**src/hdl/imps_pkg.sv**
```systemverilog
// Shared constants, codes and types for the I2C motor poll sequencer.
// No dependencies; used by imps_vel_store and i2c_motor_poll_sequencer.
package imps_pkg;

  localparam int MAX_MOTORS = 8;
  localparam int IDX_W = (MAX_MOTORS > 1) ? $clog2(MAX_MOTORS) : 1;
  localparam int SLOT_W = 4;
  localparam int ERR_W = 8;
  localparam int ERR_IDX_W = 3;
  localparam int CFG_IDX_W = 1;
  localparam int CFG_DATA_W = 8;

  localparam logic [7:0] BASE_ADDR = 8'h52;
  localparam logic [7:0] RESET_TIMEOUT = 8'd50;
  localparam logic [3:0] RESET_COUNT = 4'd4;

  localparam logic [CFG_IDX_W-1:0] REG_MOTOR_COUNT = 1'd0;
  localparam logic [CFG_IDX_W-1:0] REG_ROUND_TIMEOUT = 1'd1;

  typedef enum logic [2:0] {
    OP_TRIGGER    = 3'd0,
    OP_START_SENT = 3'd1,
    OP_TX_EMPTY   = 3'd2,
    OP_RX_BYTE    = 3'd3,
    OP_NACK       = 3'd4,
    OP_MS_TICK    = 3'd5,
    OP_SET_VEL    = 3'd6
  } op_t;

  typedef enum logic [2:0] {
    CMD_NONE   = 3'd0,
    CMD_ADDR   = 3'd1,
    CMD_DATA   = 3'd2,
    CMD_START  = 3'd3,
    CMD_STOP   = 3'd4,
    CMD_REINIT = 3'd5
  } cmd_t;

  typedef enum logic [1:0] {
    ACK_KEEP    = 2'd0,
    ACK_ENABLE  = 2'd1,
    ACK_DISABLE = 2'd2
  } ack_t;

  typedef enum logic [1:0] {
    STAGE_ADDR = 2'd0,
    STAGE_DATA = 2'd1,
    STAGE_DONE = 2'd2
  } byte_stage_t;

  typedef struct packed {
    logic             wr_en;
    logic [IDX_W-1:0] wr_addr;
    logic [7:0]       wr_data;
    logic             rd_en;
    logic [IDX_W-1:0] rd_addr;
  } vel_req_t;

endpackage

```
**src/hdl/imps_vel_store.sv**
```systemverilog
// Velocity table: one-write, one-read synchronous memory with registered read data.
// Per-entry valid bits make never-written entries read as zero after reset.
// Depends on imps_pkg.
module imps_vel_store (
  input  logic               clk,
  input  logic               rst,
  input  imps_pkg::vel_req_t req,
  output logic [7:0]         rd_data
);

  logic [7:0]                      mem [imps_pkg::MAX_MOTORS];
  logic [imps_pkg::MAX_MOTORS-1:0] valid;

  always_ff @(posedge clk) begin
    if (req.wr_en) begin
      mem[req.wr_addr] <= req.wr_data;
    end
  end

  always_ff @(posedge clk) begin
    if (rst) begin
      valid <= '0;
    end else if (req.wr_en) begin
      valid[req.wr_addr] <= 1'b1;
    end
  end

  always_ff @(posedge clk) begin
    if (req.rd_en) begin
      rd_data <= valid[req.rd_addr] ? mem[req.rd_addr] : 8'd0;
    end
  end

endmodule

```
**src/hdl/i2c_motor_poll_sequencer.sv**
```systemverilog
// I2C motor poll sequencer: bus-event driven round control with a velocity memory.
// A result is registered in stage one and then in the output registers before it appears.
// Throughput: one request per cycle unless the output stalls; sequencer state updates
// in the accept cycle and the velocity memory read completes in the following stage.
// Reset clears all round state and the velocity valid bits directly; no clearing pass.
// Depends on imps_pkg and imps_vel_store.
module i2c_motor_poll_sequencer (
  input  logic                               clk,
  input  logic                               rst,
  input  logic                               cfg_we,
  input  logic [imps_pkg::CFG_IDX_W-1:0]     cfg_index,
  input  logic [imps_pkg::CFG_DATA_W-1:0]    cfg_data,
  input  logic                               in_valid,
  output logic                               in_ready,
  input  logic [2:0]                         op,
  input  logic [7:0]                         rx_data,
  input  logic                               stop_pending,
  input  logic [2:0]                         motor_index,
  input  logic [7:0]                         velocity_value,
  output logic                               out_valid,
  input  logic                               out_ready,
  output logic [2:0]                         bus_command,
  output logic [7:0]                         tx_byte,
  output logic [1:0]                         ack_control,
  output logic                               current_valid,
  output logic [2:0]                         current_motor,
  output logic [7:0]                         current_value,
  output logic [7:0]                         error_map,
  output logic                               busy_res
);

  typedef struct packed {
    imps_pkg::cmd_t  cmd;
    logic [7:0]      txb;
    imps_pkg::ack_t  ackc;
    logic            cvalid;
    logic [2:0]      cmotor;
    logic [7:0]      cval;
    logic [7:0]      errmap;
    logic            busy;
    logic            use_mem;
  } res_t;

  // Configuration registers
  logic [3:0] motor_count;
  logic [7:0] round_timeout_ms;

  // Sequencer state
  logic [imps_pkg::ERR_W-1:0]  motor_errors, motor_errors_next;
  logic [imps_pkg::SLOT_W-1:0] current_slot, current_slot_next;
  logic                        reading_phase, reading_phase_next;
  imps_pkg::byte_stage_t       byte_stage, byte_stage_next;
  logic                        round_active, round_active_next;
  logic [7:0]                  timeout_left, timeout_left_next;

  // Pipeline
  logic   s1_valid, s2_valid;
  res_t   s1_res, res_next;
  logic   s1_move, in_fire;
  logic [7:0] rd_data;
  imps_pkg::vel_req_t vel_req;

  logic [3:0]                  eff_count;
  logic [imps_pkg::SLOT_W:0]   adv_sum;
  logic                        adv_done;
  logic                        slot_in_err;
  logic                        slot_in_table;
  logic [imps_pkg::ERR_W-1:0]  slot_bit;
  imps_pkg::op_t               op_code;

  assign s1_move  = s1_valid && (!s2_valid || out_ready);
  assign in_ready = !s1_valid || s1_move;
  assign in_fire  = in_valid && in_ready;
  assign op_code  = imps_pkg::op_t'(op);

  always_comb begin
    if (motor_count == 4'd0) begin
      eff_count = 4'd1;
    end else if (32'(motor_count) > imps_pkg::MAX_MOTORS) begin
      eff_count = 4'(imps_pkg::MAX_MOTORS);
    end else begin
      eff_count = motor_count;
    end
  end

  assign adv_sum       = {1'b0, current_slot} + 5'd1;
  assign adv_done      = adv_sum >= {1'b0, eff_count};
  assign slot_in_err   = 32'(current_slot) < imps_pkg::ERR_W;
  assign slot_in_table = 32'(current_slot) < imps_pkg::MAX_MOTORS;
  assign slot_bit      = slot_in_err ? (8'd1 << current_slot[imps_pkg::ERR_IDX_W-1:0]) : 8'd0;

  always_comb begin
    motor_errors_next  = motor_errors;
    current_slot_next  = current_slot;
    reading_phase_next = reading_phase;
    byte_stage_next    = byte_stage;
    round_active_next  = round_active;
    timeout_left_next  = timeout_left;
    res_next           = '0;
    res_next.cmd       = imps_pkg::CMD_NONE;
    res_next.ackc      = imps_pkg::ACK_KEEP;
    vel_req            = '0;
    unique case (op_code)
      imps_pkg::OP_TRIGGER: begin
        if (!round_active && !stop_pending) begin
          timeout_left_next  = round_timeout_ms;
          current_slot_next  = '0;
          byte_stage_next    = imps_pkg::STAGE_ADDR;
          reading_phase_next = 1'b0;
          round_active_next  = 1'b1;
          res_next.cmd       = imps_pkg::CMD_START;
        end
      end
      imps_pkg::OP_START_SENT: begin
        if (round_active) begin
          res_next.cmd    = imps_pkg::CMD_ADDR;
          res_next.txb    = 8'(imps_pkg::BASE_ADDR + {3'd0, current_slot, 1'b0})
                            | {7'd0, reading_phase};
          res_next.ackc   = imps_pkg::ACK_ENABLE;
          byte_stage_next = imps_pkg::STAGE_ADDR;
        end
      end
      imps_pkg::OP_TX_EMPTY: begin
        if (round_active) begin
          if (byte_stage == imps_pkg::STAGE_ADDR) begin
            motor_errors_next = motor_errors & ~slot_bit;
            if (!reading_phase) begin
              res_next.cmd     = imps_pkg::CMD_DATA;
              res_next.use_mem = slot_in_table;
              vel_req.rd_en    = in_fire && slot_in_table;
              byte_stage_next  = imps_pkg::STAGE_DATA;
            end
          end else begin
            res_next.cmd = imps_pkg::CMD_START;
            if (byte_stage == imps_pkg::STAGE_DATA) begin
              current_slot_next = adv_sum[imps_pkg::SLOT_W-1:0];
              if (adv_done) begin
                current_slot_next  = '0;
                reading_phase_next = 1'b1;
              end
              byte_stage_next = imps_pkg::STAGE_DONE;
            end
          end
        end
      end
      imps_pkg::OP_RX_BYTE: begin
        if (round_active && reading_phase && byte_stage == imps_pkg::STAGE_ADDR) begin
          res_next.cvalid   = 1'b1;
          res_next.cmotor   = current_slot[2:0];
          res_next.cval     = rx_data;
          res_next.ackc     = imps_pkg::ACK_DISABLE;
          current_slot_next = adv_sum[imps_pkg::SLOT_W-1:0];
          if (adv_done) begin
            res_next.cmd      = imps_pkg::CMD_STOP;
            round_active_next = 1'b0;
          end else begin
            res_next.cmd = imps_pkg::CMD_START;
          end
          byte_stage_next = imps_pkg::STAGE_DATA;
        end
      end
      imps_pkg::OP_NACK: begin
        if (round_active) begin
          motor_errors_next = motor_errors | slot_bit;
          current_slot_next = adv_sum[imps_pkg::SLOT_W-1:0];
          res_next.cmd      = imps_pkg::CMD_START;
          if (!reading_phase) begin
            if (adv_done) begin
              current_slot_next  = '0;
              reading_phase_next = 1'b1;
            end
          end else if (adv_done) begin
            res_next.cmd      = imps_pkg::CMD_STOP;
            round_active_next = 1'b0;
          end
        end
      end
      imps_pkg::OP_MS_TICK: begin
        if (round_active) begin
          if (timeout_left != 8'd0) begin
            timeout_left_next = timeout_left - 8'd1;
          end else begin
            round_active_next = 1'b0;
            res_next.cmd      = imps_pkg::CMD_REINIT;
          end
        end
      end
      imps_pkg::OP_SET_VEL: begin
        if (32'(motor_index) < imps_pkg::MAX_MOTORS) begin
          vel_req.wr_en   = in_fire;
          vel_req.wr_addr = imps_pkg::IDX_W'(motor_index);
          vel_req.wr_data = velocity_value;
        end
      end
      default: begin
      end
    endcase
    vel_req.rd_addr = current_slot[imps_pkg::IDX_W-1:0];
    res_next.errmap = motor_errors_next;
    res_next.busy   = round_active_next;
  end

  imps_vel_store u_vel_store (
    .clk     (clk),
    .rst     (rst),
    .req     (vel_req),
    .rd_data (rd_data)
  );

  always_ff @(posedge clk) begin
    if (rst) begin
      motor_count      <= imps_pkg::RESET_COUNT;
      round_timeout_ms <= imps_pkg::RESET_TIMEOUT;
    end else if (cfg_we) begin
      unique case (cfg_index)
        imps_pkg::REG_MOTOR_COUNT:   motor_count      <= cfg_data[3:0];
        imps_pkg::REG_ROUND_TIMEOUT: round_timeout_ms <= cfg_data[7:0];
        default: begin
        end
      endcase
    end
  end

  always_ff @(posedge clk) begin
    if (rst) begin
      motor_errors  <= '0;
      current_slot  <= '0;
      reading_phase <= 1'b0;
      byte_stage    <= imps_pkg::STAGE_ADDR;
      round_active  <= 1'b0;
      timeout_left  <= '0;
    end else if (in_fire) begin
      motor_errors  <= motor_errors_next;
      current_slot  <= current_slot_next;
      reading_phase <= reading_phase_next;
      byte_stage    <= byte_stage_next;
      round_active  <= round_active_next;
      timeout_left  <= timeout_left_next;
    end
  end

  always_ff @(posedge clk) begin
    if (rst) begin
      s1_valid <= 1'b0;
      s2_valid <= 1'b0;
    end else begin
      if (in_fire) begin
        s1_valid <= 1'b1;
      end else if (s1_move) begin
        s1_valid <= 1'b0;
      end
      if (s1_move) begin
        s2_valid <= 1'b1;
      end else if (out_ready) begin
        s2_valid <= 1'b0;
      end
    end
  end

  always_ff @(posedge clk) begin
    if (in_fire) begin
      s1_res <= res_next;
    end
  end

  always_ff @(posedge clk) begin
    if (s1_move) begin
      bus_command   <= s1_res.cmd;
      tx_byte       <= s1_res.use_mem ? rd_data : s1_res.txb;
      ack_control   <= s1_res.ackc;
      current_valid <= s1_res.cvalid;
      current_motor <= s1_res.cmotor;
      current_value <= s1_res.cval;
      error_map     <= s1_res.errmap;
      busy_res      <= s1_res.busy;
    end
  end

  assign out_valid = s2_valid;

`ifndef SYNTHESIS
  a_stall_holds: assert property (@(posedge clk) disable iff (rst)
    s1_valid && !s1_move |=> s1_valid && $stable(s1_res))
    else $error("stage one changed while stalled");

  a_ready_full: assert property (@(posedge clk) disable iff (rst)
    !in_ready |-> s1_valid && s2_valid && !out_ready)
    else $error("request refused with room in the pipeline");

  a_current_cmd: assert property (@(posedge clk) disable iff (rst)
    out_valid && current_valid |->
      bus_command == imps_pkg::CMD_STOP || bus_command == imps_pkg::CMD_START)
    else $error("current byte without start or stop");

  a_busy_transfer: assert property (@(posedge clk) disable iff (rst)
    out_valid && (bus_command == imps_pkg::CMD_ADDR || bus_command == imps_pkg::CMD_DATA)
      |-> busy_res)
    else $error("bus transfer outside a round");

  a_mem_only_data: assert property (@(posedge clk) disable iff (rst)
    s1_valid && s1_res.use_mem |-> s1_res.cmd == imps_pkg::CMD_DATA)
    else $error("velocity read for a non-data command");
`endif

endmodule
```
**config.mk**
```make
export PLATFORM = sky130hd
export DESIGN_NAME = i2c_motor_poll_sequencer
export DESIGN_NICKNAME = d
export VERILOG_FILES = /design/src/hdl/imps_pkg.sv /design/src/hdl/imps_vel_store.sv /design/src/hdl/i2c_motor_poll_sequencer.sv
export SDC_FILE = /design/constraint.sdc
export NUM_CORES = 1
export LEC_CHECK = 0
export ABC_CLOCK_PERIOD_IN_PS = 4450
export BUFFER_PORTS_ARGS = -buffer_cell sky130_fd_sc_hd__buf_4
export CAP_MARGIN = 10
export CORE_AREA = 8 8 172 93
export DETAILED_ROUTE_END_ITERATION = 8
export DIE_AREA = 0 0 180 101
export MAX_ROUTING_LAYER = met4
export PLACE_DENSITY = 0.83
export SETUP_SLACK_MARGIN = 0.1
export SYNTH_ARGS = -nofsm -noshare
export SYNTH_HDL_FRONTEND = slang
export SYNTH_SLANG_ARGS = --single-unit
```
**constraint.sdc**
```tcl
create_clock -name clk -period 4.45 [get_ports clk]
set_input_delay 0.6675 -clock clk [delete_from_list [all_inputs] [get_ports clk]]
set_output_delay 0.6675 -clock clk [all_outputs]
set_load 0.02 [all_outputs]
```
==> reports/results.tsv, run 1 <==
stage	metric	value	unit
synth	Avg Cell Area, Syn	13.2	µm²
worst_hold_path	Hold Path Origin	s1_res[4]	
routing	Initial DRC Count	743	
clock_tree	clock sinks	186	
worst_hold_path	worst hold path type	flop to flop	
global_routing	initial antenna violation count	0	
status	outcome	completed	
critical_path	Worst setup SP type	flop	
clock_tree	H-tree Lvls	4	
synth	Top FF cell, synth	edfxtp_1	
final_layout	ant diodes	0	
critical_path	Setup crit start	current_slot[0]	
sta	fin crit share	65.6	%
placement	detailed placement HPWL	11.8	mm
clock_tree	count of hold-fix buffers inserted at cts	0	
sta	worst slew pin tran	1.18	ns
placement	IO buf count	72	
critical_path	Crit Path Category	flop to flop	
sta	max frequency	343	MHz
placement	Placed Cells incl. Taps	811	
critical_path	CP Max Fanout	15	
synth	sequential area share after synthesis	66.1	%
sta	slew margin rel.	20.8	%
clock_tree	Worst-path clk slew	0.07	ns
synth	yosys synthesis warning count	0	
critical_path	Data required, critical path	4.79	ns
clock_tree	clock buffer depth	2	
sta	number of setup violations in the final report	0	
global_routing	grt ovf	0	
sta	post-layout min period	2.92	ns
routing	Detail Route Antenna Nets	0	
routing	drt drc	0	
clock_tree	TritonCTS Buffers	17	
power_and_ir_drop	Pwr per Cell Area	405	nW/µm²
synth	Post-Syn Nets	635	
clock_tree	CTS tree	built	
clock_tree	Clock Root Buffer	clkbuf_16	
sta	Setup Skew	0.00869	ns
clock_tree	Setup Buffers After CTS	0	
synth	cell taking the most area after synthesis	edfxtp_1	
synth	library cells used by synthesis	59	
final_layout	layout cell share with drive strength beyond 1	22.7	%
sta	Final Hold Viols	0	
floorplan	starting density of the core	56.3	%
floorplan	FP Rows	31	
final_layout	Layout Cells excl Fill	845	
clock_tree	clk_lat worst skew	0.44	ns
global_routing	first-pass GRT wire length	27.4	mm
final_layout	Final #Nets	699	
floorplan	# IOs	73	
synth	Post-Syn Area	7750	µm²
placement	RD Place Congestion	0.879	
critical_path	R2R depth	7	
final_layout	area grow syn2layout	16.5	%
synth	Post-synth EDFFs	140	
critical_path	FF-to-FF Start	current_slot[0]	
synth	Syn Inst Count	587	
floorplan	Die ar.	18200	µm²
worst_hold_path	Hold Path Stages	0	
routing	vias per cell	5.99	
global_routing	number of global-route vias before repair	4936	
critical_path	Worst EP arrival	3.26	ns
power_and_ir_drop	peak supply drop	0.277	mV
clock_tree	post_cts resized	0	
routing	drt wl/cell	20.3	µm
sta	setup tns final	0	ns
sta	unrepaired setup endpoints after global routing	false	
routing	total number of vias	5059	
final_layout	Layout fillers	970	
synth	top cells by area, synth	edfxtp_1 54%, dfxtp_1 12%, mux4_2 5.2%	
floorplan	core area	13800	µm²
synth	Post-synth ARST share	0	%
run	Max-Cap Viols	0	
global_routing	All-Layer GR Usage	20.2	%
power_and_ir_drop	leakage power total	3.25	nW
floorplan	Die Wd	180	µm
sta	max-slew violation count	0	
synth	top-area cell type share of the netlist area	54.3	%
routing	First-pass DRT Iterations	5	
routing	drt total wl	17.2	mm
critical_path	Critical Path End Type	flop	
synth	Seq cells post-synth	186	
global_routing	largest net degree at the start of global routing	49	
floorplan	die height	101	µm
## state kept, by name, indices dropped and copies added (netlist names), 8 cells and up
signal	flops
u_vel_store.mem	64
s1_res	34
current_value	8
error_map	8
motor_errors	8
round_timeout_ms	8
timeout_left	8
tx_byte	8
u_vel_store.rd_data	8
u_vel_store.valid	8
## layout by cell type, fill, tap and decap left out, types with 5 or more instances in the layout
cell type	synthesis	routed
nand2_1	54	54
mux2i_1	5	5
nor4_1	6	6
inv_6	0	5
nand3b_1	8	8
inv_1	13	12
and2_1	20	20
mux4_2	18	18
nor2b_1	6	6
nor2_1	63	63
o21ai_0	8	8
mux2_2	8	8
nor3_1	15	15
a21oi_1	39	39
dfxtp_1	46	46
o21ai_1	6	6
a31oi_1	6	6
nand2b_1	10	10
a22o_1	11	11
edfxtp_1	140	140
nand4_1	6	6
buf_4	0	78
clkbuf_16	0	17
ha_1	11	11
## cell usage after synthesis (2+ instances only)
library cell,count
o211a_1,4
mux2i_1,5
a21oi_1,39
xnor2_1,2
nor2b_1,6
nand2b_1,10
clkbuf_1,15
nor4bb_1,2
nor3b_1,4
buf_6,2
edfxtp_1,140
o21ai_0,8
o21a_1,2
or4_1,2
inv_2,3
inv_1,13
nand3_1,2
or3_1,2
a31oi_1,6
mux2_2,8
a21o_1,2
a22o_1,11
dfxtp_1,46
buf_1,6
ha_1,11
nor2_1,63
o32ai_2,2
and2_1,20
nand3b_1,8
buf_2,12
mux4_2,18
nand2_1,54
a211oi_1,2
and3_1,3
nor4_1,6
nor3_1,15
o21ai_1,6
nand4_1,6
## through the flow
step	cell area [µm²]	utilization [%]	setup WS (ns)	hold slack, ns	power, mW
2_1_floorplan	7750	-	0.755	0.400	2.09
3_3_place_gp	8410	61.1	1.66	0.402	2.16
3_5_place_dp	8410	61.1	1.50	0.405	2.17
4_1_cts	9000	65.4	1.53	0.420	3.67
5_1_grt	9030	65.6	1.22	0.426	3.76
6_report	9030	65.6	1.53	0.421	3.66
## logic make-up after synthesis
family          share of synthesized area (%)
compound gates                           8.25
fa+ha+maj                                1.78
buf+inv                                  2.86
flops                                    66.1
xor+xnor                                0.339
mux                                      7.04
simple gates                             13.6
## final timing paths
check                 endpoint  slack (ns)
setup / recovery  round_active        1.53
hold / removal    error_map[2]        0.42
setup reg to reg  round_active        1.53
hold reg to reg   error_map[2]        0.42
## report_power, final
part           internal, mW  switching [mW]
Combinational        0.0852           0.125
Clock                 0.811           0.707
Sequential             1.91          0.0244
## area by class of cell
| type | instances | area, µm² | share of cell area, % |
|---|---|---|---|
| sequential | 186 | 5120 | 56.8 |
| multi-input combinational | 350 | 2410 | 26.7 |
| timing repair buffer | 80 | 611 | 6.76 |
| clock buffer | 18 | 439 | 4.86 |
| tap | 181 | 226 | 2.51 |
| clock inverter | 14 | 154 | 1.70 |
| inverter | 16 | 60.1 | 0.665 |
## metal layers
metal | GRT usage (%) | share of wire, % | vias to the layer above
met4 | 6.87 | 1.8 | 0
met3 | 5.40 | 10 | 34
li1 | - | - | 2309
met5 | - | 0 | -
met1 | 28.0 | 46 | 2416
met2 | 28.5 | 43 | 300
## worst max-delay path: stages (launching register included)
cell and delay (ns):
dfxtp_1 0.90, inv_1 0.23, ha_1 0.40, ha_1 0.31, a211oi_1 0.30, o21a_1 0.26, a21oi_1 0.08, o41ai_1 0.34
No activity file was read; power rests on OpenSTA's default activity.
==> inputs of run 2 (changes only) <==
ABC_AREA = 1   (was not set)
ABC_CLOCK_PERIOD_IN_PS = 2800   (was 4450)
CORE_AREA = 8 8 173 93   (was 8 8 172 93)
DIE_AREA = 0 0 181 101   (was 0 0 180 101)
clock period = 2.8 ns   (was 4.45 ns; I/O delays follow)
==> run 2 against run 1 <==
Hold slack worse by 0.24 ns. Synthesized cell count up 32%. Global-route usage up 0.25 points. Core utilization up 1.3 points. Largest cell class unchanged. Die area up 0.56%. Critical path depth up 4. Final area up 2.9%. Clock power up 59%. Via count up 13%. Critical path type unchanged.
==> reports/results.tsv, run 2 <==
stage	metric	value	unit	change
power_and_ir_drop	Pwr per Cell Area	639	nW/µm²	+58%
run	Max-Cap Viols	0		unchanged
clock_tree	Setup Buffers After CTS	0		unchanged
critical_path	Worst EP arrival	2.66	ns	-0.60 ns
floorplan	core area	13900	µm²	+0.84%
sta	max-slew violation count	0		unchanged
sta	number of setup violations in the final report	0		unchanged
worst_hold_path	Hold Path End	round_timeout_ms[5]		
critical_path	FF-to-FF setup slack	0.32	ns	-1.21 ns
clock_tree	clock buffer depth	2		unchanged
synth	Post-Syn Nets	825		+30%
routing	Max Used Layer	met4		
critical_path	FF-to-FF Start	current_slot[1]		
final_layout	area grow syn2layout	17.9	%	
critical_path	Worst setup SP type	flop		
placement	RD Place Congestion	0.903		+2.8%
global_routing	All-Layer GR Usage	20.5	%	+0.25 points
routing	drt total wl	17.7	mm	+3.0%
clock_tree	Clock Root Buffer	clkbuf_16		
synth	library cells used by synthesis	36		-39%
sta	post-layout min period	2.48	ns	-0.439 ns
placement	IO buf count	72		unchanged
routing	Detail Route Antenna Nets	0		unchanged
sta	setup ws final	0.320	ns	-1.21 ns
sta	worst slew pin tran	0.612	ns	-0.567 ns
global_routing	initial antenna violation count	0		unchanged
synth	Seq cells post-synth	186		unchanged
routing	DR WL met2	7.38	mm	+0.83%
global_routing	first-pass GRT wire length	28.4	mm	+3.3%
routing	drt wl/cell	16.8	µm	-17%
final_layout	ant diodes	0		unchanged
status	outcome	completed		
critical_path	Data required, critical path	2.98	ns	-1.81 ns
floorplan	Die Wd	181	µm	+0.56%
synth	Post-synth EDFFs	140		unchanged
sta	unrepaired setup endpoints after global routing	false		
clock_tree	post_cts resized	0		unchanged
synth	sequential area share after synthesis	65.0	%	-1.1 points
synth	top-area cell type share of the netlist area	53.4	%	-0.90 points
synth	top-count cell post-synth	nor2_1		
worst_hold_path	Hold Path Origin	cfg_data[5]		
floorplan	FP Rows	31		unchanged
synth	top cells by area, synth	edfxtp_1 53%, dfxtp_1 12%, nor2_1 7.2%		
clock_tree	H-tree Lvls	4		unchanged
critical_path	r2r endpoint	s1_res[32]		
synth	Post-Syn Area	7880	µm²	+1.7%
placement	Placed Cells incl. Taps	1021		+26%
critical_path	R2R depth	11		+4
floorplan	starting density of the core	56.7	%	+0.47 points
power_and_ir_drop	power consumption	5.94	mW	+62%
final_layout	most frequent cells in the layout	152 x nor2_1, 140 x edfxtp_1, 114 x nand2_1		
sta	Setup Skew	0.0143	ns	+0.00565 ns
worst_hold_path	Hold Path Stages	3		+3
synth	yosys synthesis warning count	0		unchanged
global_routing	largest net degree at the start of global routing	41		-16%
sta	final hold slack	0.177	ns	-0.244 ns
floorplan	Die ar.	18300	µm²	+0.56%
sta	fin crit share	88.6	%	+23 points
synth	Syn Inst Count	777		+32%
critical_path	CP Max Fanout	11		-4
routing	met1 wire length	8.25	mm	+5.6%
clock_tree	TritonCTS Buffers	17		unchanged
routing	vias per cell	5.44		-9.2%
sta	max frequency	403	MHz	+18%
worst_hold_path	worst hold path type	input pin to flop		
clock_tree	clock sinks	186		unchanged
final_layout	Reg with most FFs	u_vel_store.mem		
synth	Post-synth ARST share	0	%	unchanged
routing	DR WL met3	1.83	mm	+6.9%
routing	total number of vias	5725		+13%
final_layout	commonest non-fill, non-tap cell in the layout	nor2_1		
global_routing	number of global-route vias before repair	5417		+9.7%
routing	drt drc	0		unchanged
synth	most instantiated cells after synthesis	152 x nor2_1, 140 x edfxtp_1, 114 x nand2_1		
clock_tree	count of hold-fix buffers inserted at cts	0		unchanged
sta	setup tns final	0	ns	unchanged
clock_tree	clk_lat worst skew	0.44	ns	about the same
global_routing	grt ovf	0		unchanged
synth	Top FF cell, synth	edfxtp_1		
synth	Avg Cell Area, Syn	10.1	µm²	-23%
sta	slew margin rel.	59.1	%	+38 points
power_and_ir_drop	leakage power total	3.77	nW	+16%
routing	First-pass DRT Iterations	5		unchanged
placement	detailed placement HPWL	12.1	mm	+2.4%
routing	Initial DRC Count	638		-14%
floorplan	# IOs	73		unchanged
power_and_ir_drop	peak supply drop	0.280	mV	+1.3%
sta	Final Hold Viols	0		unchanged
floorplan	die height	101	µm	unchanged
critical_path	Critical Path End Type	flop		
final_layout	biggest regs	u_vel_store.mem (64), s1_res (34)		
final_layout	Final #Nets	907		+30%
clock_tree	CTS tree	built		
final_layout	Layout Cells excl Fill	1053		+25%
placement	pre-CTS setup slack	0.381	ns	-1.12 ns
critical_path	Crit Path Category	flop to flop		
final_layout	layout cell share with drive strength beyond 1	17.4	%	-5.3 points
clock_tree	Worst-path clk slew	0.08	ns	about the same
synth	cell taking the most area after synthesis	edfxtp_1		
final_layout	max reg flops	64		unchanged
run 2: cell types whose count changed in the layout (fill, tap and decap cells not counted), sizes merged, moves of 10 or more:
cell    previous run  this run
a21oi             40        26
a22o              11         0
and2              20         0
buf               80        92
inv               23        96
mux4              18         0
nand2             54       118
nand2b            10         0
nand3              2        24
nor2              63       159
nor3              16         6
o21ai             14        88
o22ai              0        18
run 2: cell families (layout without fill, tap and decap cells):
kind of cell / after synthesis / count (layout) / synth area share (%)
adders and majority gates: 11 / 11 / 1.75
muxes: 7 / 7 / 1.00
and+or+nand+nor: 315 / 315 / 16.8
DFF: 186 / 186 / 65.0
xor gates and xnor gates: 2 / 2 / 0.222
buffers and inverters: 116 / 211 / 5.75
AOI/OAI and AO/OA: 140 / 140 / 9.46
run 2: stage by stage:
step	area (µm²)	utilization (%)
after floorplan	7880	-
after global placement	8680	62.5
after detailed placement	8680	62.5
after CTS	9290	66.9
after global routing	9290	66.9
final	9290	66.9
run 2: layout make-up:
| cell class | instances | area (µm²) |
|---|---|---|
| inverters | 87 | 327 |
| multi-input cells | 475 | 2310 |
| repair buffers | 92 | 691 |
| clock inverters | 15 | 185 |
| flip-flops and latches | 186 | 5120 |
| fillers | 1048 | 4590 |
| well taps | 181 | 226 |
| clock buffers | 17 | 425 |
run 2: routing by layer:
metal / global-route usage, % / up-vias
met2: 28.0 / 268
met4: 6.07 / 0
li1: - / 2774
met5: - / -
met1: 29.3 / 2656
met3: 5.47 / 27
run 2: worst max path at each step:
| stage | start | endpoint | slack, ns | cells after the start |
|---|---|---|---|---|
| 6_report | current_slot[1] | s1_res[32] | 0.32 | 11 |
| 5_1_grt | current_slot[1] | s1_res[32] | 0.18 | 11 |
| 3_3_place_gp | current_slot[1] | s1_res[32] | 0.52 | 11 |
| 3_5_place_dp | current_slot[1] | s1_res[32] | 0.38 | 11 |
| 4_1_cts | current_slot[1] | s1_res[32] | 0.36 | 11 |
| 2_1_floorplan | out_ready | ack_control[0] | 0.21 | 2 |
run 2: critical path, cell delays in order, from the launching register on:
cell,delay (ns)
dfxtp_1,0.44
ha_1,0.26
ha_1,0.34
inv_1,0.06
ha_1,0.30
nand2_1,0.06
nor2_1,0.08
nand2_1,0.08
nand3_1,0.21
nor2_1,0.10
nor4_1,0.18
nand3_1,0.13
run 2: where the power goes:
group	switching, mW	internal (mW)
registers	0.0409	3.04
clock network	1.19	1.22
logic	0.288	0.158
total	1.52	4.42
